--- config.mk ---
export PLATFORM = sky130hd
export DESIGN_NAME = ipid_out
export DESIGN_NICKNAME = d
export VERILOG_FILES = /design/src/design/ipid_pkg.sv /design/src/design/ipid_out.sv
export SDC_FILE = /design/constraint.sdc
export NUM_CORES = 1
export LEC_CHECK = 0
export BUFFER_PORTS_ARGS = -buffer_cell sky130_fd_sc_hd__buf_2
export CAP_MARGIN = 25
export CORE_AREA = 2 2 134 136
export DETAILED_ROUTE_END_ITERATION = 10
export DIE_AREA = 0 0 136 138
export PLACE_DENSITY = 0.63
export SYNTH_ARGS = -nofsm -noshare
export SYNTH_HDL_FRONTEND = slang
export SYNTH_SLANG_ARGS = --single-unit
--- constraint.sdc ---
create_clock -name clk -period 12.3 [get_ports clk]
set_input_delay 0.615 -clock clk [delete_from_list [all_inputs] [get_ports clk]]
set_output_delay 0.615 -clock clk [all_outputs]
set_load 0.02 [all_outputs]
--- src/design/ipid_pkg.sv ---
// ----------------------------------------------------------------------------
// ipid_pkg
// Shared widths, reciprocal constants, register indexes and term types
// for the integer PID controller.
// ----------------------------------------------------------------------------
package ipid_pkg;

	localparam int unsigned ANGLE_W    = 16;
	localparam int unsigned GAIN_W     = 15;
	localparam int unsigned ILIM_W     = 20;
	localparam int unsigned DLIM_W     = 15;
	localparam int unsigned ERR_W      = 17;
	localparam int unsigned SUM_W      = 21;
	localparam int unsigned SUM_MAG_W  = 20;
	localparam int unsigned RATE_W     = 17;
	localparam int unsigned CFG_DATA_W = 20;
	localparam int unsigned CFG_IDX_W  = 3;
	localparam int unsigned DRIVE_W    = 16;
	localparam int unsigned TOTAL_W    = 32;

	// Gain products after the power-of-two part of each divisor is shifted out:
	// 1000 = 8 * 125, 100000 = 32 * 3125, 10 = 2 * 5.
	localparam int unsigned P_PRE_SHIFT = 3;
	localparam int unsigned I_PRE_SHIFT = 5;
	localparam int unsigned D_PRE_SHIFT = 1;
	localparam int unsigned PM_W = GAIN_W + ERR_W - P_PRE_SHIFT;
	localparam int unsigned IM_W = GAIN_W + SUM_MAG_W - I_PRE_SHIFT;
	localparam int unsigned DM_W = GAIN_W + RATE_W - D_PRE_SHIFT;

	// Exact reciprocals: q = (m * MAGIC) >> SHIFT equals floor(m / odd divisor)
	// for every m of the given width.
	localparam int unsigned P_MAGIC_W = 30;
	localparam int unsigned I_MAGIC_W = 31;
	localparam int unsigned D_MAGIC_W = 32;
	localparam logic [P_MAGIC_W-1:0] P_MAGIC = 30'd549755814;
	localparam logic [I_MAGIC_W-1:0] I_MAGIC = 31'd1407374884;
	localparam logic [D_MAGIC_W-1:0] D_MAGIC = 32'd3435973837;
	localparam int unsigned P_SHIFT = 36;
	localparam int unsigned I_SHIFT = 42;
	localparam int unsigned D_SHIFT = 34;

	localparam int unsigned QP_W = 23;
	localparam int unsigned QI_W = 19;
	localparam int unsigned QD_W = 29;

	typedef enum logic [CFG_IDX_W-1:0] {
		REG_GAIN_P         = 3'd0,
		REG_GAIN_I         = 3'd1,
		REG_GAIN_D         = 3'd2,
		REG_INTEGRAL_LIMIT = 3'd3,
		REG_DRIVE_LIMIT    = 3'd4,
		REG_TARGET_ANGLE   = 3'd5
	} cfg_reg_t;

	typedef enum logic {
		ACT_COMPUTE = 1'b0,
		ACT_CLEAR   = 1'b1
	} action_t;

	// Sign and truncated quotient magnitude of each term.
	typedef struct packed {
		logic            p_neg;
		logic [QP_W-1:0] p_mag;
		logic            i_neg;
		logic [QI_W-1:0] i_mag;
		logic            d_neg;
		logic [QD_W-1:0] d_mag;
	} terms_t;

endpackage

--- src/design/ipid_out.sv ---
// ----------------------------------------------------------------------------
// ipid_out
// Sum of the signed terms, symmetric clamp and output register.
// ----------------------------------------------------------------------------
module ipid_out (
	input  logic                                clk,
	input  logic                                adv,
	input  ipid_pkg::terms_t                    terms,
	input  logic        [ipid_pkg::DLIM_W-1:0]  drive_limit,
	output logic signed [ipid_pkg::DRIVE_W-1:0] drive_q
);
	import ipid_pkg::*;

	logic signed [TOTAL_W-1:0] p_term;
	logic signed [TOTAL_W-1:0] i_term;
	logic signed [TOTAL_W-1:0] d_term;
	logic signed [TOTAL_W-1:0] total;
	logic signed [TOTAL_W-1:0] lim;
	logic signed [DRIVE_W-1:0] drive_next;

	always_comb begin
		p_term = terms.p_neg ? -TOTAL_W'(terms.p_mag) : TOTAL_W'(terms.p_mag);
		i_term = terms.i_neg ? -TOTAL_W'(terms.i_mag) : TOTAL_W'(terms.i_mag);
		d_term = terms.d_neg ? -TOTAL_W'(terms.d_mag) : TOTAL_W'(terms.d_mag);
		total  = p_term + i_term + d_term;
		lim    = TOTAL_W'(drive_limit);
		if (total > lim) begin
			drive_next = DRIVE_W'(lim);
		end else if (total < -lim) begin
			drive_next = DRIVE_W'(-lim);
		end else begin
			drive_next = total[DRIVE_W-1:0];
		end
	end

	always_ff @(posedge clk) begin
		if (adv) begin
			drive_q <= drive_next;
		end
	end

endmodule

Word level (Yosys, flattened, before mapping)
Index checks and enable logic that the tools add are counted.
- add/subtract/negate cells: 6
- mux-type cells: 5
- $lt $le $gt $ge: 2
- operator list (kind ; number):
    32-bit 2-to-1 mux ; 3
    32-bit adder ; 2
    32-bit by 16-bit greater-than comparator with 1-bit output ; 1
    32-bit less-than comparator ; 1
    15-bit negation with 32-bit output ; 1
    19-bit negation with 32-bit output ; 1
    23-bit negation with 32-bit output ; 1
    29-bit negation with 32-bit output ; 1
    16-bit 2-to-1 mux ; 1
    15-bit 2-to-1 mux ; 1
- logic and storage cells: 15
- bits in registers: 16
- bits of input ports: 91

Logic depth before layout (Yosys ltp)
- depth in word-level cells: 7
- gate-level depth with buffers: 32
- gate-level depth less buffers: 30

Least setup slack after synthesis
No wires, ideal clock.
- path kind: in2reg
- from: in terms[63] in the netlist's numbering
- to: reg drive_q[1] in the netlist's numbering, data pin
- buffers on the path: 3
- cell stages on the path: 26
- setup time: 261 ps
- arrival: 6851 ps
- slack: 5187 ps
- cell sequence: or4_1 or4_1 or2_1 or3_4 o31ai_1 xor2_1 fa_1 inv_1 ha_1 clkbuf_1 a21oi_1 nor2_1 or3_1 clkbuf_1 or3_1 nor3_1 and4b_1 ha_1 nand4_1 nor4_1 nand4_1 o41a_1 o211ai_2 buf_4 mux2i_1 a21oi_2
- longest elaborated chain between the ends: 7
- elaborated cells on any way between the ends: 8
- those cells by class: 3 x add/sub; 2 x order compare; 3 x mux
- ends and longest elaborated chain (element ; line ; text):
    from (decl) ; ipid_out.sv:8 ; input ipid_pkg::terms_t terms,
    23-bit negation with 32-bit output ; ipid_out.sv:22 ; p_term = terms.p_neg ? -TOTAL_W'(terms.p_mag) : TOTAL_W'(terms.p_mag);
    32-bit 2-to-1 mux (*) ; ipid_out.sv:22 ;
    32-bit adder (*) (2 in series) ; ipid_out.sv:25 ; total = p_term + i_term + d_term;
    32-bit less-than comparator ; ipid_out.sv:29 ; end else if (total < -lim) begin
    16-bit 2-to-1 mux ; ipid_out.sv:29 ;
    15-bit 2-to-1 mux (*) ; ipid_out.sv:27 ; if (total > lim) begin
    net drive_next[1] ; ipid_out.sv:19 ; logic signed [DRIVE_W-1:0] drive_next;
    to (signal assigned) ; ipid_out.sv:38 ; drive_q <= drive_next;
    to (decl) ; ipid_out.sv:10 ; output logic signed [ipid_pkg::DRIVE_W-1:0] drive_q
Mark *: on every way through the listed nets, which the timed path passes. The rest lies on a longest branch.
A chain may end at the register's enable or synchronous reset.

Worst setup path after layout
- from: in terms[33] in the netlist's numbering
- to: reg drive_q[2] in the netlist's numbering, data pin
- longest elaborated chain between the ends: 7
- elaborated cells on any way between the ends: 8
- those cells by class: 3 x add/sub; 2 x order compare; 3 x mux
- ends and longest elaborated chain (element ; line ; text):
    19-bit negation with 32-bit output ; ipid_out.sv:23 ; i_term = terms.i_neg ? -TOTAL_W'(terms.i_mag) : TOTAL_W'(terms.i_mag);
    32-bit 2-to-1 mux (*) ; ipid_out.sv:23 ;
    32-bit adder (*) (2 in series) ; ipid_out.sv:25 ;
    32-bit less-than comparator ; ipid_out.sv:29 ;
    16-bit 2-to-1 mux ; ipid_out.sv:29 ;
    15-bit 2-to-1 mux (*) ; ipid_out.sv:27 ;
    net drive_next[2] ; ipid_out.sv:19 ;
Marked as above.

==> impl_metrics.json <==
{
  "die_w_um": 136,
  "reg_top3": "drive_q: 16 flops",
  "postCtsSetupRepairBufs": 0,
  "cts_root_buf": "clkbuf_16",
  "drt_iter0_drc": 367,
  "diodes": 0,
  "async_flop_share_pct": 0,
  "maxSlewHeadroom_pct": 41.1,
  "final_util_pct": 43.1,
  "num_rows": 49,
  "pre_cts_slack_ps": 4040,
  "vdd.ir_drop.worst_uv": 118,
  "yosys.area.top_type_share_pct": 14.4,
  "post-route-drc-count": 0,
  "syn_inst": 898,
  "vias": 6603,
  "nFillCells": 1869,
  "powerDensity_nw_per_um2": 158,
  "grt_usage_pct": 18.1,
  "top_register": "drive_q",
  "seq_area_sq_um": 480,
  "setup_violations": 0,
  "cts_hold_buf": 0,
  "cts_buffers": 3,
  "status": "finished clean",
  "cpPeakStageDelay_ps": 740,
  "cts.clk_slew.worst_paths_ps": 40,
  "crit_path_max_fanout": 28,
  "start_util_pct": 38.7,
  "fin_crit_sh_pct": 65.8,
  "rsz0062_at_grt": "no",
  "ys_types": 73,
  "overflow": 0,
  "synth_edf_count": 16,
  "io_buffers": 106,
  "drv_cap": 0,
  "whs_ps": 726,
  "detail_route.wl_per_cell_um": 14.4,
  "cp.arrival_ps": 8080,
  "grt_max_degree": 31,
  "area_delta_synth_final_pct": 11.3,
  "largest_reg_flops": 16,
  "layout.nets": 1180,
  "finalPower_uw": 1190,
  "final.setup.tns_ps": 0,
  "cts.repair.resized": 0,
  "grt_pass1_wl_um": 29000,
  "globalplace.congestion": 0.891,
  "htree_levels": 1,
  "drt_first_pass_iters": 5,
  "yosys_warnings": 0,
  "drive_above_1_share_pct": 14.5,
  "slowest_stage": "a211oi_1",
  "hold_viol_final": 0,
  "dieArea_sq_um": 18800,
  "cp.required_ps": 12290,
  "core_area_sq_um": 17500,
  "multi_input_area_sq_um": 5780,
  "leakage_uw": 0.00354,
  "yosysMostFrequentCell": "inv_1",
  "syn-cell-area_sq_um": 6790,
  "drtAntennaViolNets": 0,
  "cp-start-kind": "primary input",
  "grt_pass1_vias": 5979,
  "synth_fp_nets": 1099,
  "dp_hpwl_um": 15100,
  "io_pins": 107,
  "cts.sinks": 16,
  "wirelength_um": 17300,
  "synth_top_area_cell": "ha_1",
  "timing.final.ws_setup_ps": 4210,
  "synth_seq_cells": 16,
  "antenna_found_initial": 0,
  "crit_type": "in2reg",
  "ys.flop_type": "edfxtp_1",
  "synth_commonest_cells": "inv_1, nand2_1, ha_1",
  "tritoncts": "built",
  "chipHeight_um": 138,
  "worstSetupEndpointType": "register",
  "ys_seq_area_share_pct": 7.08,
  "clk_path_buf_depth": 2,
  "fmax_mhz": 124,
  "synth_area_leaders": "ha_1, fa_1, xor2_1",
  "routed_via_density": 5.47,
  "drv_slew": 0,
  "worst_pin_slew_ps": 878,
  "min_period_ps": 8090,
  "synth.avg_cell_area_sq_um": 7.56,
  "hold_class": "in2reg"
}
-- cell families after synthesis --
family | after synthesis | synth area share (%)
AO/OA/AOI/OAI | 236 | 23.9
flip-flops | 16 | 7.08
AND/OR/NAND/NOR | 287 | 22.0
buffers and inverters | 133 | 7.72
multiplexers | 21 | 3.11
XOR/XNOR | 95 | 12.4
adder cells (fa/ha/maj) | 110 | 23.8
-- cell type report --
type / instances / share of cell area [%]
clock buffer: 3 / 0.993
clock inverter: 1 / 0.0497
inverter: 100 / 4.97
multi-input combinational: 749 / 76.5
sequential: 16 / 6.36
tap: 229 / 3.79
timing repair buffer: 109 / 7.32
-- cells in the final DEF (no fill, tap or decap), types with 10 or more instances in the layout --
cell,synthesis,layout
a211oi_1,10,10
a21o_1,13,13
a21oi_1,50,50
buf_2,5,106
edfxtp_1,16,16
fa_1,32,32
ha_1,78,78
inv_1,100,100
mux2i_1,20,20
nand2_1,83,83
nand2b_1,11,11
nand3_1,30,30
nand4_1,13,13
nor2_1,41,41
nor2b_1,12,12
nor3_1,25,25
o21ai_0,56,56
o31ai_1,23,23
o41ai_1,12,12
or3_1,13,13
or4_1,15,15
xnor2_1,30,30
xor2_1,64,64
-- worst max-delay path: cells and delay by family --
kind,cells,cell delay (ps)
compound gates,10,2540
xor+xnor,1,90
fa+ha+maj,3,1070
buf+inv,3,510
mux,1,380
simple gates,13,2850
-- layer usage --
layer / wire length, um / global-route usage [%]
met3: 711 / 0.623
met2: 7310 / 27.8
met5: 0 / 0
met1: 9190 / 28.7
met4: 123 / 2.30
-- path summary, 6_finish.rpt --
kind	from	cells after the start	to	slack [ps]
worst max-delay path	terms[33]	31	drive_q[2]$_DFFE_PP_	4210
worst min-delay path	drive_limit[14]	3	drive_q[14]$_DFFE_PP_	730
-- power breakdown --
group	internal [uW]	total [uW]	switching (uW)	leakage, uW
logic	408	1030	625	0.00334
registers	94.3	98.2	3.89	0.000157
clock network	42.9	60.8	17.9	0.0000385
-- stage by stage --
stage / area, sq um / cells
final: 7560 / 1207
after detailed placement: 7480 / 1203
after floorplan: 6790 / 898
after CTS: 7560 / 1207
after global placement: 7480 / 1203
after global routing: 7560 / 1207
Note: power is estimated with default switching activity, not from simulation.
