[config.mk]
export PLATFORM = sky130hd
export DESIGN_NAME = ipid_state
export DESIGN_NICKNAME = d
export VERILOG_FILES = /design/src/design/ipid_pkg.sv /design/src/design/ipid_state.sv
export SDC_FILE = /design/constraint.sdc
export NUM_CORES = 1
export LEC_CHECK = 0
export BUFFER_PORTS_ARGS = -buffer_cell sky130_fd_sc_hd__buf_4
export CAP_MARGIN = 20
export CORE_ASPECT_RATIO = 1.25
export CORE_MARGIN = 3
export CORE_UTILIZATION = 29
export CTS_BUF_LIST = sky130_fd_sc_hd__clkbuf_4 sky130_fd_sc_hd__clkbuf_8
export DETAILED_ROUTE_END_ITERATION = 10
export PLACE_DENSITY = 0.53
export REMOVE_ABC_BUFFERS = 1
export SETUP_SLACK_MARGIN = 0.1
export SYNTH_ARGS = -nofsm -noshare
export SYNTH_HDL_FRONTEND = slang
export SYNTH_SLANG_ARGS = --single-unit
[constraint.sdc]
create_clock -name clk -period 6 [get_ports clk]
set_clock_uncertainty 0.2 [all_clocks]
set_input_delay 0.6 -clock clk [delete_from_list [all_inputs] [get_ports clk]]
set_output_delay 0.6 -clock clk [all_outputs]
set_load 0.005 [all_outputs]
[src/design/ipid_pkg.sv]
// ----------------------------------------------------------------------------
// ipid_pkg
// Shared widths, reciprocal constants, register indexes and term types
// for the integer PID controller.
// ----------------------------------------------------------------------------
package ipid_pkg;

	localparam int unsigned ANGLE_W    = 16;
	localparam int unsigned GAIN_W     = 15;
	localparam int unsigned ILIM_W     = 20;
	localparam int unsigned DLIM_W     = 15;
	localparam int unsigned ERR_W      = 17;
	localparam int unsigned SUM_W      = 21;
	localparam int unsigned SUM_MAG_W  = 20;
	localparam int unsigned RATE_W     = 17;
	localparam int unsigned CFG_DATA_W = 20;
	localparam int unsigned CFG_IDX_W  = 3;
	localparam int unsigned DRIVE_W    = 16;
	localparam int unsigned TOTAL_W    = 32;

	// Gain products after the power-of-two part of each divisor is shifted out:
	// 1000 = 8 * 125, 100000 = 32 * 3125, 10 = 2 * 5.
	localparam int unsigned P_PRE_SHIFT = 3;
	localparam int unsigned I_PRE_SHIFT = 5;
	localparam int unsigned D_PRE_SHIFT = 1;
	localparam int unsigned PM_W = GAIN_W + ERR_W - P_PRE_SHIFT;
	localparam int unsigned IM_W = GAIN_W + SUM_MAG_W - I_PRE_SHIFT;
	localparam int unsigned DM_W = GAIN_W + RATE_W - D_PRE_SHIFT;

	// Exact reciprocals: q = (m * MAGIC) >> SHIFT equals floor(m / odd divisor)
	// for every m of the given width.
	localparam int unsigned P_MAGIC_W = 30;
	localparam int unsigned I_MAGIC_W = 31;
	localparam int unsigned D_MAGIC_W = 32;
	localparam logic [P_MAGIC_W-1:0] P_MAGIC = 30'd549755814;
	localparam logic [I_MAGIC_W-1:0] I_MAGIC = 31'd1407374884;
	localparam logic [D_MAGIC_W-1:0] D_MAGIC = 32'd3435973837;
	localparam int unsigned P_SHIFT = 36;
	localparam int unsigned I_SHIFT = 42;
	localparam int unsigned D_SHIFT = 34;

	localparam int unsigned QP_W = 23;
	localparam int unsigned QI_W = 19;
	localparam int unsigned QD_W = 29;

	typedef enum logic [CFG_IDX_W-1:0] {
		REG_GAIN_P         = 3'd0,
		REG_GAIN_I         = 3'd1,
		REG_GAIN_D         = 3'd2,
		REG_INTEGRAL_LIMIT = 3'd3,
		REG_DRIVE_LIMIT    = 3'd4,
		REG_TARGET_ANGLE   = 3'd5
	} cfg_reg_t;

	typedef enum logic {
		ACT_COMPUTE = 1'b0,
		ACT_CLEAR   = 1'b1
	} action_t;

	// Sign and truncated quotient magnitude of each term.
	typedef struct packed {
		logic            p_neg;
		logic [QP_W-1:0] p_mag;
		logic            i_neg;
		logic [QI_W-1:0] i_mag;
		logic            d_neg;
		logic [QD_W-1:0] d_mag;
	} terms_t;

endpackage

[src/design/ipid_state.sv]
// ----------------------------------------------------------------------------
// ipid_state
// Error, clamped integral and filtered measurement change; the controller
// state updates on every accepted word.
// ----------------------------------------------------------------------------
module ipid_state (
	input  logic                                clk,
	input  logic                                arst_n,
	input  logic                                accept,
	input  logic                                adv,
	input  logic                                action,
	input  logic signed [ipid_pkg::ANGLE_W-1:0] measured_angle,
	input  logic signed [ipid_pkg::ANGLE_W-1:0] target_angle,
	input  logic        [ipid_pkg::ILIM_W-1:0]  integral_limit,
	output logic signed [ipid_pkg::ERR_W-1:0]   err_s1,
	output logic signed [ipid_pkg::SUM_W-1:0]   error_sum_q,
	output logic signed [ipid_pkg::RATE_W-1:0]  rate_q
);
	import ipid_pkg::*;

	logic signed [ANGLE_W-1:0] last_measure_q;
	logic                      seeded_q;
	logic signed [ERR_W-1:0]   err;
	logic signed [SUM_W:0]     sum_raw;
	logic signed [SUM_W:0]     lim;
	logic signed [SUM_W-1:0]   sum_next;
	logic signed [ERR_W-1:0]   change;
	logic signed [19:0]        filt_raw;
	logic signed [19:0]        filt_adj;
	logic signed [19:0]        filt_q4;
	logic signed [RATE_W-1:0]  rate_next;

	always_comb begin
		err      = ERR_W'(target_angle) - ERR_W'(measured_angle);
		sum_raw  = (SUM_W+1)'(error_sum_q) + (SUM_W+1)'(err);
		lim      = (SUM_W+1)'({1'b0, integral_limit});
		if (sum_raw > lim) begin
			sum_next = SUM_W'(lim);
		end else if (sum_raw < -lim) begin
			sum_next = SUM_W'(-lim);
		end else begin
			sum_next = SUM_W'(sum_raw);
		end
		change   = seeded_q ? (ERR_W'(measured_angle) - ERR_W'(last_measure_q)) : '0;
		// new = (3 * old + change) / 4, truncated toward zero
		filt_raw = 20'(rate_q) * 20'sd3 + 20'(change);
		filt_adj = filt_raw + (filt_raw[19] ? 20'sd3 : 20'sd0);
		filt_q4  = filt_adj >>> 2;
		rate_next = filt_q4[RATE_W-1:0];
	end

	always_ff @(posedge clk or negedge arst_n) begin
		if (!arst_n) begin
			error_sum_q    <= '0;
			rate_q         <= '0;
			last_measure_q <= '0;
			seeded_q       <= 1'b0;
		end else if (accept) begin
			if (action == ACT_CLEAR) begin
				error_sum_q <= '0;
				rate_q      <= '0;
				seeded_q    <= 1'b0;
			end else begin
				error_sum_q    <= sum_next;
				rate_q         <= rate_next;
				last_measure_q <= measured_angle;
				seeded_q       <= 1'b1;
			end
		end
	end

	always_ff @(posedge clk) begin
		if (adv) begin
			err_s1 <= err;
		end
	end

endmodule

== Yosys cells after proc, flatten, opt, wreduce, memory -nomap -nowiden ==
Index checks and enable logic that the tools add are counted.
Operators by class
  add/sub/neg operators: 6
  $mul: 1
  div/mod/pow operators: 0
  order comparisons: 2
  eq/ne operators: 0
  shift operators: 0
  mux-type cells: 7
  bitwise gates (word level): 1
  reduce and logical (&&, ||, !) cells: 1
Operators with widths (count)
  $mux W21: 3
  $mux W17: 2
  $sub A16 B16 Y17: 2
  $add A21 B17 Y22: 1
  $gt A22 B21 Y1: 1
  $lt A22 B22 Y1: 1
  $neg A20 Y22: 1
  $add A20 B17 Y20: 1
  $mul A17 B3 Y20 const B: 1
  $add A19 B3 Y19: 1
  $mux W2: 1
  $reduce_and A2 Y1: 1
  $mux W1: 1
  $not A1 Y1: 1
Storage, ports and cells
  register bits after elaboration: 72
  bits in latches: 0
  RAM bits: 0
  bits in read-only memories: 0
  input bits: 57
  output and inout bits: 55
  word-level logic and storage cells: 23
  memories: 0

== Logic depth before layout (Yosys ltp) ==
Gate-level depths: netlist (run 1).
  depth after elaboration: 6
  gate-level depth with buffers: 32
  mapped depth without buffers: 30

== Worst setup path after synthesis (run 1) ==
No wires, ideal clock.
  kind: input port to flip-flop
  start: input port measured_angle[1] in the netlist's numbering
  end: register error_sum_q[0] in the netlist's numbering
  setup time: 0.104 ns
  arrival: 6.601 ns
  data required time: 5.696 ns
  slack: -0.905 ns
  stages: 27
  path buffers: 0
  cell sequence: inv_1 -> ha_1 -> nor2b_1 -> o21ai_0 -> a21boi_0 -> o211ai_1 -> a21oi_1 -> nor3_1 -> o31ai_1 -> a211oi_1 -> nor3_1 -> ha_1 -> or2_2 -> a2111oi_0 -> o21bai_1 -> a21oi_1 -> xnor2_1 -> ha_1 -> nand3_1 -> or4_1 -> a211o_1 -> a32o_1 -> o311ai_4 -> o211ai_4 -> a221o_2 -> or4_1 -> o311ai_1
Between the ends
  word-level cells in the longest chain between the ends: 6
  elaborated cells on any way between the ends: 7
  classes of those cells: add/sub (2); order compare (2); mux (3)
Ends and longest elaborated chain
  from (decl): RTL line ipid_state.sv:12  | input logic signed [ipid_pkg::ANGLE_W-1:0] measured_angle,
  $sub A16 B16 Y17 (*): RTL line ipid_state.sv:34  | err = ERR_W'(target_angle) - ERR_W'(measured_angle);
  net err[13]: RTL line ipid_state.sv:23  | logic signed [ERR_W-1:0] err;
  $add A21 B17 Y22 (*): RTL line ipid_state.sv:35  | sum_raw = (SUM_W+1)'(error_sum_q) + (SUM_W+1)'(err);
  $lt A22 B22 Y1: RTL line ipid_state.sv:39  | end else if (sum_raw < -lim) begin
  $mux W21: RTL line ipid_state.sv:39
  $mux W21 (*): RTL line ipid_state.sv:37  | if (sum_raw > lim) begin
  $mux W21 (*): RTL line ipid_state.sv:59  | if (action == ACT_CLEAR) begin
  to (signal assigned): RTL line ipid_state.sv:64  | error_sum_q <= sum_next;
  to (decl): RTL line ipid_state.sv:16  | output logic signed [ipid_pkg::SUM_W-1:0] error_sum_q,
Mark *: on every way through the listed nets, which the timed path passes. The rest lies on a longest branch.
A chain may end at the register's enable or synchronous reset.

== Final worst setup path (run 1) ==
  start: input port target_angle[0] in the netlist's numbering
  end: register error_sum_q[0] in the netlist's numbering
Between the ends
  word-level cells in the longest chain between the ends: 6
  elaborated cells on any way between the ends: 7
  classes of those cells: add/sub (2); order compare (2); mux (3)
Ends and longest elaborated chain
  from (decl): RTL line ipid_state.sv:13  | input logic signed [ipid_pkg::ANGLE_W-1:0] target_angle,
  $sub A16 B16 Y17 (*): RTL line ipid_state.sv:34
  net err[14]: RTL line ipid_state.sv:23
  $add A21 B17 Y22 (*): RTL line ipid_state.sv:35
  $lt A22 B22 Y1: RTL line ipid_state.sv:39
  $mux W21: RTL line ipid_state.sv:39
  $mux W21 (*): RTL line ipid_state.sv:37
  $mux W21 (*): RTL line ipid_state.sv:59
Marks and branches as above.

==> impl_metrics.csv, run 1 <==
group,metric,value,unit
clocking,h-tree-depth,3,
critical_path,cp-end-kind,"register",
clocking,hold_buffers,0,
yosys,syn_avg_cell_area,8.27,µm²
critical_path,max_stage_delay,0.45,ns
clocking,clk_pin_slew_worst_paths,0.09,ns
timing,fin_ws,-0.587,ns
pwr,power_density,501,nW/µm²
die,die_w,165,µm
routing,viasPerCell,5.03,
pwr,p_leak,6.82,nW
yosys,synth-async-reset-ratio,76.4,%
yosys,ys_types,83,
clocking,clk_latency,0.37,ns
die,initial_core_util,29.6,%
timing,grt_setup_unrepaired,"yes",
global_route,grt_pass1_vias,10000,
critical_path,r2r_start,"last_measure_q[0]",
worst_hold_path,worstHoldPathType,"in -> async",
yosys,ys_seq_elements,72,
routing,post-route-drc-count,0,
placed_design,dp_hpwl,26.1,mm
pwr,finalPower,7.10,mW
timing,relSlewSlack,44.8,%
global_route,grt_pass1_wl,50.5,mm
critical_path,startpoint,"target_angle[0]",
die,rows,72,
placed_design,io_buffers,111,
clocking,cts_buffers,9,
critical_path,crit_slowest_cell,"a221o_2",
critical_path,cp.required,6.08,ns
routing,wl,32.8,mm
yosys,synthCells,1111,
final_layout,drive_above_1_share,39.6,%
global_route,antenna_found_initial,1,
outcome,status,"complete, but fails checks",
yosys,ys_warn_count,0,
clocking,clk_path_buf_depth,2,
timing,post-route-min-period,6.59,ns
yosys,syn_area,9190,µm²
routing,wl_per_cell,16.8,µm
final_layout,most-common-layout-cells,"buf_4, inv_1, ha_1",
pwr,ir_worst_vdd,0.211,mV
timing,worst_pin_slew,0.826,ns
routing,dr.first_iter.drc_count,374,
job,maxCapViolations,0,
routing,vias,9817,
timing,final_hold_viol_count,0,
die,die_area,33900,µm²
timing,max_clock_freq,152,MHz
routing,dr.pass1.iters,4,
critical_path,critPathArrivalTime,6.66,ns
yosys,synth_edf_count,17,
global_route,grt_max_degree,56,
placed_design,gp_congestion,0.955,
global_route,grt_overflow_total,0,
final_layout,fillers,3058,
yosys,synth-main-ff-cell,"dfrtp_1",
critical_path,worst_setup_path_start_kind,"primary input",
routing,postRouteAntennaNets,0,
outcome,violations,"setup timing",
critical_path,path_class,"in -> reg",
clocking,cts_tree,"built",
critical_path,cpMostUsedCell,"ha_4",
critical_path,rr_worst_depth,31,
timing,maxSlewViolCount,0,
final_layout,postLayoutCoreUtil,45.6,%
final_layout,num-nets-final,1748,
clocking,cts_root_buffer,"clkbuf_8",
timing,setup_viol,34,
die,io_pins,112,
die,die_h,205,µm
global_route,grt_usage,19.1,%
final_layout,syn_to_final_growth,54.4,%
die,coreArea,31100,µm²
yosys,synth-seq-area-share,20.5,%
timing,fin_crit_sh,110,%
critical_path,path_max_fanout,4,
clocking,clock_sinks,72,
final_layout,final_common_cell,"buf_4",
-- flip-flops by register name (all words and copies together) (netlist names) --
register	cells
err_s1	17
error_sum_q	21
last_measure_q	16
rate_q	17
seeded_q	1
-- through the flow --
step	setup WS (ns)	hold WS (ns)	cell area, µm²	std cells	setup TNS (ns)
CTS	-0.505	0.115	13700	1928	-9.72
finish	-0.587	0.105	14200	1951	-12.01
detailed placement	-1.75	0.270	12500	1874	-53.22
global placement	-1.74	0.262	12500	1874	-51.31
floorplan	-1.06	0.104	9080	1085	-22.66
global route	-0.818	0.143	14200	1951	-20.24
-- logic make-up (layout without fill, tap and decap cells) --
kind of cell	after synthesis	after routing	synth area share [%]
AND/OR/NAND/NOR	346	346	19.9
AO/OA/AOI/OAI	297	297	23.1
buffers and inverters	171	603	7.13
adder cells (fa/ha/maj)	153	153	22.4
flip-flops	72	72	20.5
XOR/XNOR	66	66	6.29
multiplexers	6	6	0.667
other	0	1	0
-- path summary, 6_finish.rpt --
kind / slack, ns / to
max in group asynchronous: 4.98 / error_sum_q[2]
worst max-delay path: -0.59 / error_sum_q[0]
min in group clk: 0.28 / last_measure_q[14]
worst max register to register: -0.26 / rate_q[9]
worst min register to register: 0.28 / last_measure_q[14]
worst min-delay path: 0.11 / rate_q[8]
-- area by class of cell --
type | instances | area (µm²) | area share, %
Sequential cell | 72 | 1890 | 13.3
Timing Repair Buffer | 442 | 3480 | 24.5
Tap cell | 407 | 509 | 3.59
Clock buffer | 13 | 154 | 1.08
Antenna cell | 1 | 2.50 | 0.0176
Inverter | 145 | 549 | 3.87
Multi-Input combinational cell | 868 | 7560 | 53.3
Clock inverter | 3 | 43.8 | 0.309
-- cell usage after synthesis, drive strengths merged (14+ instances only) --
| cell type | instances | area (µm²) |
|---|---|---|
| or3 | 15 | 93.8 |
| a21o | 17 | 128 |
| nor2b | 19 | 119 |
| nor3 | 37 | 185 |
| ha | 134 | 1680 |
| nor2 | 51 | 191 |
| nand3 | 44 | 220 |
| a22oi | 17 | 128 |
| xnor2 | 45 | 394 |
| edfxtp | 17 | 510 |
| a21oi | 57 | 285 |
| nand2 | 82 | 308 |
| o21ai | 63 | 315 |
| xor2 | 21 | 184 |
| clkbuf | 19 | 71.3 |
| o211ai | 20 | 164 |
| a211oi | 14 | 105 |
| nand2b | 14 | 87.6 |
| fa | 19 | 380 |
| inv | 145 | 544 |
| dfrtp | 55 | 1380 |
-- power breakdown --
part / total (mW) / internal [mW] / switching (mW)
Clock: 0.424 / 0.212 / 0.212
Combinational: 5.89 / 2.97 / 2.92
Sequential: 0.791 / 0.637 / 0.154
Total: 7.10 / 3.82 / 3.28
-- critical path, delay by kind of cell --
kind	cells	cell delay (ns)
buffers and inverters	5	0.54
XOR/XNOR	1	0.06
adder cells (fa/ha/maj)	4	0.88
AO/OA/AOI/OAI	13	2.97
AND/OR/NAND/NOR	9	1.58
-- timing repair --
| item | 4_1_cts | 5_1_grt |
|---|---|---|
| setup buffers | 37 | 25 |
| pin swaps | 90 | 67 |
| resized for setup | 158 | 62 |
| setup endpoints to repair | 38 | 37 |
| cloned | 1 | 0 |
-- metal layers --
metal	share of wire [%]	wire length (µm)	up-vias	track usage [%]
met1	38	12500	4648	20.6
met5	0	0	-	0
met3	2.9	939	76	2.02
met4	4.7	1520	0	9.02
li1	-	-	4904	-
met2	54	17800	189	36.5
Power figures use the tool's default switching activity.
==> inputs of run 2 (changes only) <==
--- a/config.mk
+++ b/config.mk
@@ -5,10 +5,11 @@
 export SDC_FILE = /design/constraint.sdc
 export NUM_CORES = 1
 export LEC_CHECK = 0
+export ABC_AREA = 1
 export BUFFER_PORTS_ARGS = -buffer_cell sky130_fd_sc_hd__buf_4
 export CAP_MARGIN = 20
 export CORE_ASPECT_RATIO = 1.25
-export CORE_MARGIN = 3
+export CORE_MARGIN = 2
 export CORE_UTILIZATION = 29
 export CTS_BUF_LIST = sky130_fd_sc_hd__clkbuf_4 sky130_fd_sc_hd__clkbuf_8
 export DETAILED_ROUTE_END_ITERATION = 10
==> run 2 against run 1 <==
The flow now finishes without violations. Routed wire length down 16%. Power shrank 28%. Utilization shrank 11 points. Die area is 1.7% lower. Setup slack improved by 1.0 ns. Critical path type is now reg -> reg. Largest cell class unchanged. Largest power group unchanged. Highest routed layer unchanged.
==> impl_metrics.csv, run 2 <==
group,metric,value,unit
global_route,antenna_found_initial,0,
yosys,synth-async-reset-ratio,76.4,%
final_layout,syn_to_final_growth,17.6,%
global_route,grt_pass1_vias,9074,
final_layout,postLayoutCoreUtil,34.4,%
final_layout,seqCellArea,1890,µm²
routing,dr.pass1.iters,4,
critical_path,cpMostUsedCell,"nand2_1",
clocking,clock_sinks,72,
yosys,synth.top_cells.by_count,"nand2_1, inv_1, ha_1, nand3_1, a21oi_1",
timing,maxSlewViolCount,0,
critical_path,critPathArrivalTime,5.70,ns
outcome,status,"completed",
routing,wl_per_cell,14.7,µm
pwr,finalPower,5.13,mW
critical_path,worst_setup_path_start_kind,"register",
clocking,clk_pin_slew_worst_paths,0.09,ns
clocking,cts_tree,"built",
final_layout,most-common-layout-cells,"nand2_1, inv_1, ha_1",
timing,max_clock_freq,179,MHz
yosys,ys_seq_elements,72,
critical_path,ff2ff_setup_slack,0.41,ns
final_layout,num-nets-final,1668,
yosys,ys_types,55,
yosys,synth.most_common_cell,"nand2_1",
final_layout,largest_reg_flops,21,
placed_design,dp_hpwl,23.3,mm
timing,worst_pin_slew,0.834,ns
critical_path,rr_worst_depth,31,
timing,tns,0,ns
critical_path,cp-end-kind,"register",
yosys,synth_edf_count,17,
placed_design,dpl_cell_area,10600,µm²
die,die_w,164,µm
yosys,syn_avg_cell_area,6.87,µm²
global_route,grt_overflow_total,0,
final_layout,top_register,"error_sum_q",
clocking,clk_path_buf_depth,2,
routing,post-route-drc-count,0,
final_layout,stdcell_area,10900,µm²
timing,post-route-min-period,5.59,ns
global_route,grt_usage,17.0,%
routing,viasPerCell,4.69,
final_layout,antenna_cells,0,
timing,setup_viol,0,
critical_path,worst_r2r_endpoint,"rate_q[14]",
pwr,ir_worst_vdd,0.199,mV
placed_design,gp_congestion,0.862,
yosys,synth_top_area_share,18.1,%
die,coreArea,31600,µm²
final_layout,final_common_cell,"nand2_1",
placed_design,io_buffers,111,
routing,postRouteAntennaNets,0,
die,io_pins,112,
routing,wl,27.6,mm
critical_path,cp.required,6.11,ns
timing,grt_setup_unrepaired,"yes",
pwr,p_leak,6.03,nW
clocking,cts_root_buffer,"clkbuf_8",
yosys,yosysTopAreaCell,"ha_1",
clocking,clk_latency,0.38,ns
die,initial_core_util,29.2,%
critical_path,path_class,"reg -> reg",
global_route,grt_pass1_wl,44.5,mm
job,maxCapViolations,0,
die,die_area,33300,µm²
clocking,h-tree-depth,3,
routing,vias,8796,
timing,final_hold_viol_count,0,
critical_path,path_max_fanout,7,
yosys,synth_area_leaders,"ha_1, dfrtp_1, nand2_1, inv_1, edfxtp_1",
clocking,cts_buffers,9,
critical_path,r2r_start,"last_measure_q[2]",
yosys,synthCells,1344,
global_route,grt_max_degree,56,
yosys,synth-seq-area-share,20.4,%
timing,fin_crit_sh,93.2,%
die,rows,73,
final_layout,drive_above_1_share,12.1,%
final_layout,top_regs,"error_sum_q x21, err_s1 x17, rate_q x17",
clocking,hold_buffers,0,
routing,dr.first_iter.drc_count,361,
critical_path,max_stage_delay,0.50,ns
critical_path,crit_slowest_cell,"fa_1",
yosys,syn_area,9240,µm²
die,die_h,204,µm
final_layout,fillers,3499,
pwr,power_density,472,nW/µm²
yosys,synth-main-ff-cell,"dfrtp_1",
timing,relSlewSlack,44.4,%
yosys,ys_warn_count,0,
final_layout,multi_input_comb_area,6290,µm²
worst_hold_path,worstHoldPathType,"in -> async",
## run 2: cell count changes after synthesis, moves of 16 or more
cell,delta
a22oi_1,-17
o21ai_1,+19
nand3_1,+51
inv_1,+107
a21oi_1,+35
xnor2_1,-31
nor3_1,-21
xor2_1,+22
nor2b_1,-19
nor2_1,+28
nand2_1,+225
o211ai_1,-16
## run 2: routing by layer
metal | GRT usage, % | up-vias | part of all wire, %
met2 | 32.7 | 125 | 53
met5 | 0 | - | 0
met1 | 18.8 | 4025 | 41
li1 | - | 4609 | -
met4 | 6.52 | 0 | 3.3
met3 | 1.91 | 37 | 2.5
## run 2: logic make-up after synthesis
| group | after synthesis | share of synthesized area, % |
|---|---|---|
| xor gates and xnor gates | 58 | 5.58 |
| and+or+nand+nor | 545 | 25.8 |
| adders and majority gates | 153 | 22.3 |
| AOI/OAI and AO/OA | 231 | 14.0 |
| buffers and inverters | 285 | 12.0 |
| DFF | 72 | 20.4 |
## run 2: how the worst max path moves through the flow
stage / from / endpoint / slack, ns / cells after the start
global route: last_measure_q[2] / rate_q[14] / 0.05 / 31
CTS: last_measure_q[2] / rate_q[14] / 0.33 / 31
floorplan: target_angle[0] / error_sum_q[10] / 0.49 / 31
global placement: measured_angle[0] / error_sum_q[15] / -0.04 / 34
finish: last_measure_q[2] / rate_q[14] / 0.41 / 31
detailed placement: measured_angle[2] / rate_q[14] / -0.03 / 31
## run 2: cell type report
class,instances,area share [%]
Sequential cell,72,17.4
Clock buffer,10,1.21
Multi-Input combinational cell,987,57.8
Inverter,263,9.08
Tap cell,412,4.74
Timing Repair Buffer,125,8.75
Clock inverter,6,1.00
## run 2: critical path, delay by kind of cell, from the launching register on
family | cells | cell delay, ns
DFF | 1 | 0.36
xor gates and xnor gates | 1 | 0.27
and+or+nand+nor | 11 | 1.31
AOI/OAI and AO/OA | 12 | 1.86
adders and majority gates | 4 | 1.31
buffers and inverters | 3 | 0.19
## run 2: stage by stage
stage	std cells	hold slack, ns	setup WS (ns)
floorplan	1322	0.104	0.491
global placement	1858	0.281	-0.0437
detailed placement	1858	0.293	-0.0293
CTS	1874	0.122	0.325
global route	1875	0.157	0.0515
finish	1875	0.114	0.410
## run 2: what timing repair did
action,CTS,global route
endpoints found under the setup margin,0,24
resized for setup,0,6
buffers inserted,0,1
## run 2: where the power goes
group | leakage [nW] | internal, mW | switching (mW) | total [mW]
Combinational | 5.03 | 1.47 | 2.38 | 3.85
Clock | 0.124 | 0.281 | 0.224 | 0.505
Sequential | 0.872 | 0.636 | 0.146 | 0.783
Total | 6.03 | 2.38 | 2.75 | 5.13
==> inputs of run 3 (changes only) <==
--- a/config.mk
+++ b/config.mk
@@ -10,10 +10,10 @@
 export CAP_MARGIN = 20
 export CORE_ASPECT_RATIO = 1.25
 export CORE_MARGIN = 2
-export CORE_UTILIZATION = 29
+export CORE_UTILIZATION = 52
 export CTS_BUF_LIST = sky130_fd_sc_hd__clkbuf_4 sky130_fd_sc_hd__clkbuf_8
 export DETAILED_ROUTE_END_ITERATION = 10
-export PLACE_DENSITY = 0.53
+export PLACE_DENSITY = 0.81
 export REMOVE_ABC_BUFFERS = 1
 export SETUP_SLACK_MARGIN = 0.1
 export SYNTH_ARGS = -nofsm -noshare
==> run 3 against run 2 <==
Setup slack improved by 0.057 ns. Highest routed layer unchanged. Largest power group unchanged. Critical path type is now in -> reg. Critical path depth rose by 6. Cell area fell by 1.5%. Clock power fell by 21%. Utilization rose by 27 points.
==> impl_metrics.csv, run 3 (synthesized netlist as in run 2, its figures left out) <==
group,metric,value,unit
worst_hold_path,worstHoldPathType,"in -> async",
clocking,cts_buffers,9,
outcome,status,"completed",
timing,setup_viol,0,
timing,worst_pin_slew,0.770,ns
final_layout,stdcell_area,10700,µm²
global_route,antenna_found_initial,0,
clocking,clk_pin_slew_worst_paths,0.09,ns
timing,relSlewSlack,48.7,%
die,die_h,153,µm
die,rows,54,
pwr,finalPower,5.12,mW
routing,wl_per_cell,14.4,µm
final_layout,largest_reg_flops,21,
clocking,cts_root_buffer,"clkbuf_8",
final_layout,most-common-layout-cells,"nand2_1, inv_1, buf_4",
timing,grt_setup_unrepaired,"yes",
final_layout,num-nets-final,1680,
final_layout,syn_to_final_growth,15.9,%
timing,max_clock_freq,181,MHz
die,die_w,123,µm
final_layout,top_regs,"error_sum_q x21, err_s1 x17, rate_q x17",
critical_path,crit_slowest_cell,"fa_1",
clocking,hold_buffers,0,
placed_design,gp_congestion,0.910,
critical_path,critPathArrivalTime,5.61,ns
pwr,p_leak,6.05,nW
final_layout,fillers,1630,
timing,tns,0,ns
die,io_pins,112,
final_layout,multi_input_comb_area,6310,µm²
pwr,ir_worst_vdd,0.277,mV
timing,post-route-min-period,5.53,ns
placed_design,dpl_cell_area,10400,µm²
clocking,clk_latency,0.39,ns
die,die_area,18900,µm²
placed_design,io_buffers,111,
critical_path,max_stage_delay,0.41,ns
clocking,cts_tree,"built",
final_layout,top_register,"error_sum_q",
final_layout,antenna_cells,0,
timing,fin_crit_sh,92.2,%
final_layout,final_common_cell,"nand2_1",
critical_path,worst_setup_path_start_kind,"primary input",
global_route,grt_pass1_wl,40.1,mm
routing,dr.first_iter.drc_count,589,
pwr,power_density,479,nW/µm²
critical_path,cpMostUsedCell,"nand2_1",
clocking,h-tree-depth,3,
global_route,grt_overflow_total,0,
critical_path,path_class,"in -> reg",
timing,maxSlewViolCount,0,
routing,vias,9074,
routing,viasPerCell,5.34,
routing,post-route-drc-count,0,
global_route,grt_pass1_vias,8990,
job,maxCapViolations,0,
clocking,clk_path_buf_depth,2,
routing,dr.pass1.iters,4,
die,initial_core_util,53.0,%
routing,wl,24.5,mm
placed_design,dp_slack,0.0590,ns
critical_path,cp.required,6.08,ns
global_route,grt_usage,26.7,%
routing,postRouteAntennaNets,0,
critical_path,cp-end-kind,"register",
timing,final_hold_viol_count,0,
final_layout,seqCellArea,1890,µm²
final_layout,drive_above_1_share,13.1,%
critical_path,path_max_fanout,20,
clocking,clock_sinks,72,
die,coreArea,17400,µm²
placed_design,dp_hpwl,20.1,mm
timing,fin_ws,0.468,ns
global_route,grt_max_degree,67,
==> run 3: cell types whose count changed in the layout (fill, tap and decap cells not counted), sizes merged <==
cell,change
clkinvlp,+2
clkbuf,-1
bufinv,-2
buf,+12
clkinv,+1
==> run 3: final timing paths <==
kind | from | end | slack (ns) | cells past startpoint
setup / recovery | measured_angle[0] | error_sum_q[16] | 0.47 | 37
max in group asynchronous | arst_n | last_measure_q[14] | 5.00 | 1
min in group clk | accept | seeded_q | 0.22 | 2
hold reg to reg | last_measure_q[0] | last_measure_q[0] | 0.34 | 2
setup reg to reg | last_measure_q[0] | rate_q[13] | 0.59 | 30
hold / removal | arst_n | rate_q[0] | 0.08 | 1
==> run 3: power by group <==
| group | switching, mW | internal, mW |
|---|---|---|
| clock network | 0.212 | 0.188 |
| logic | 2.39 | 1.56 |
| registers | 0.134 | 0.636 |
| total | 2.74 | 2.38 |
==> run 3: repair_timing <==
item | in CTS | in global routing
setup buffers | 0 | 2
endpoints found under the setup margin | 0 | 20
resized for setup | 0 | 11
endpoints found under the hold margin | 0 | 0
==> run 3: critical path: cells and delay by family <==
| family | cells | cell delay (ns) |
|---|---|---|
| buffers and inverters | 4 | 0.39 |
| AOI/OAI and AO/OA | 7 | 1.07 |
| and+or+nand+nor | 20 | 1.83 |
| adders and majority gates | 4 | 1.32 |
| xor gates and xnor gates | 2 | 0.36 |
==> run 3: layout make-up <==
type / count / area share, %
Multi-Input combinational cell: 987 / 58.9
Sequential cell: 72 / 17.6
Timing Repair Buffer: 137 / 9.84
Inverter: 263 / 9.22
Tap cell: 224 / 2.62
Clock buffer: 9 / 1.16
Clock inverter: 7 / 0.585
==> run 3: stage by stage <==
stage          instances  utilization [%]  hold WS [ns]
5_1_grt             1699             61.4         0.159
3_3_place_gp        1681             59.9         0.273
2_1_floorplan       1322                -         0.104
6_report            1699             61.4        0.0832
4_1_cts             1697             61.0         0.106
3_5_place_dp        1681             59.9         0.319
==> run 3: metal layers <==
layer | GRT usage, % | up-vias | wire length, µm
met3 | 2.05 | 56 | 975
li1 | - | 4628 | -
met5 | 0 | - | 0
met4 | 13.3 | 0 | 981
met2 | 50.3 | 224 | 13100
met1 | 29.1 | 4166 | 9500
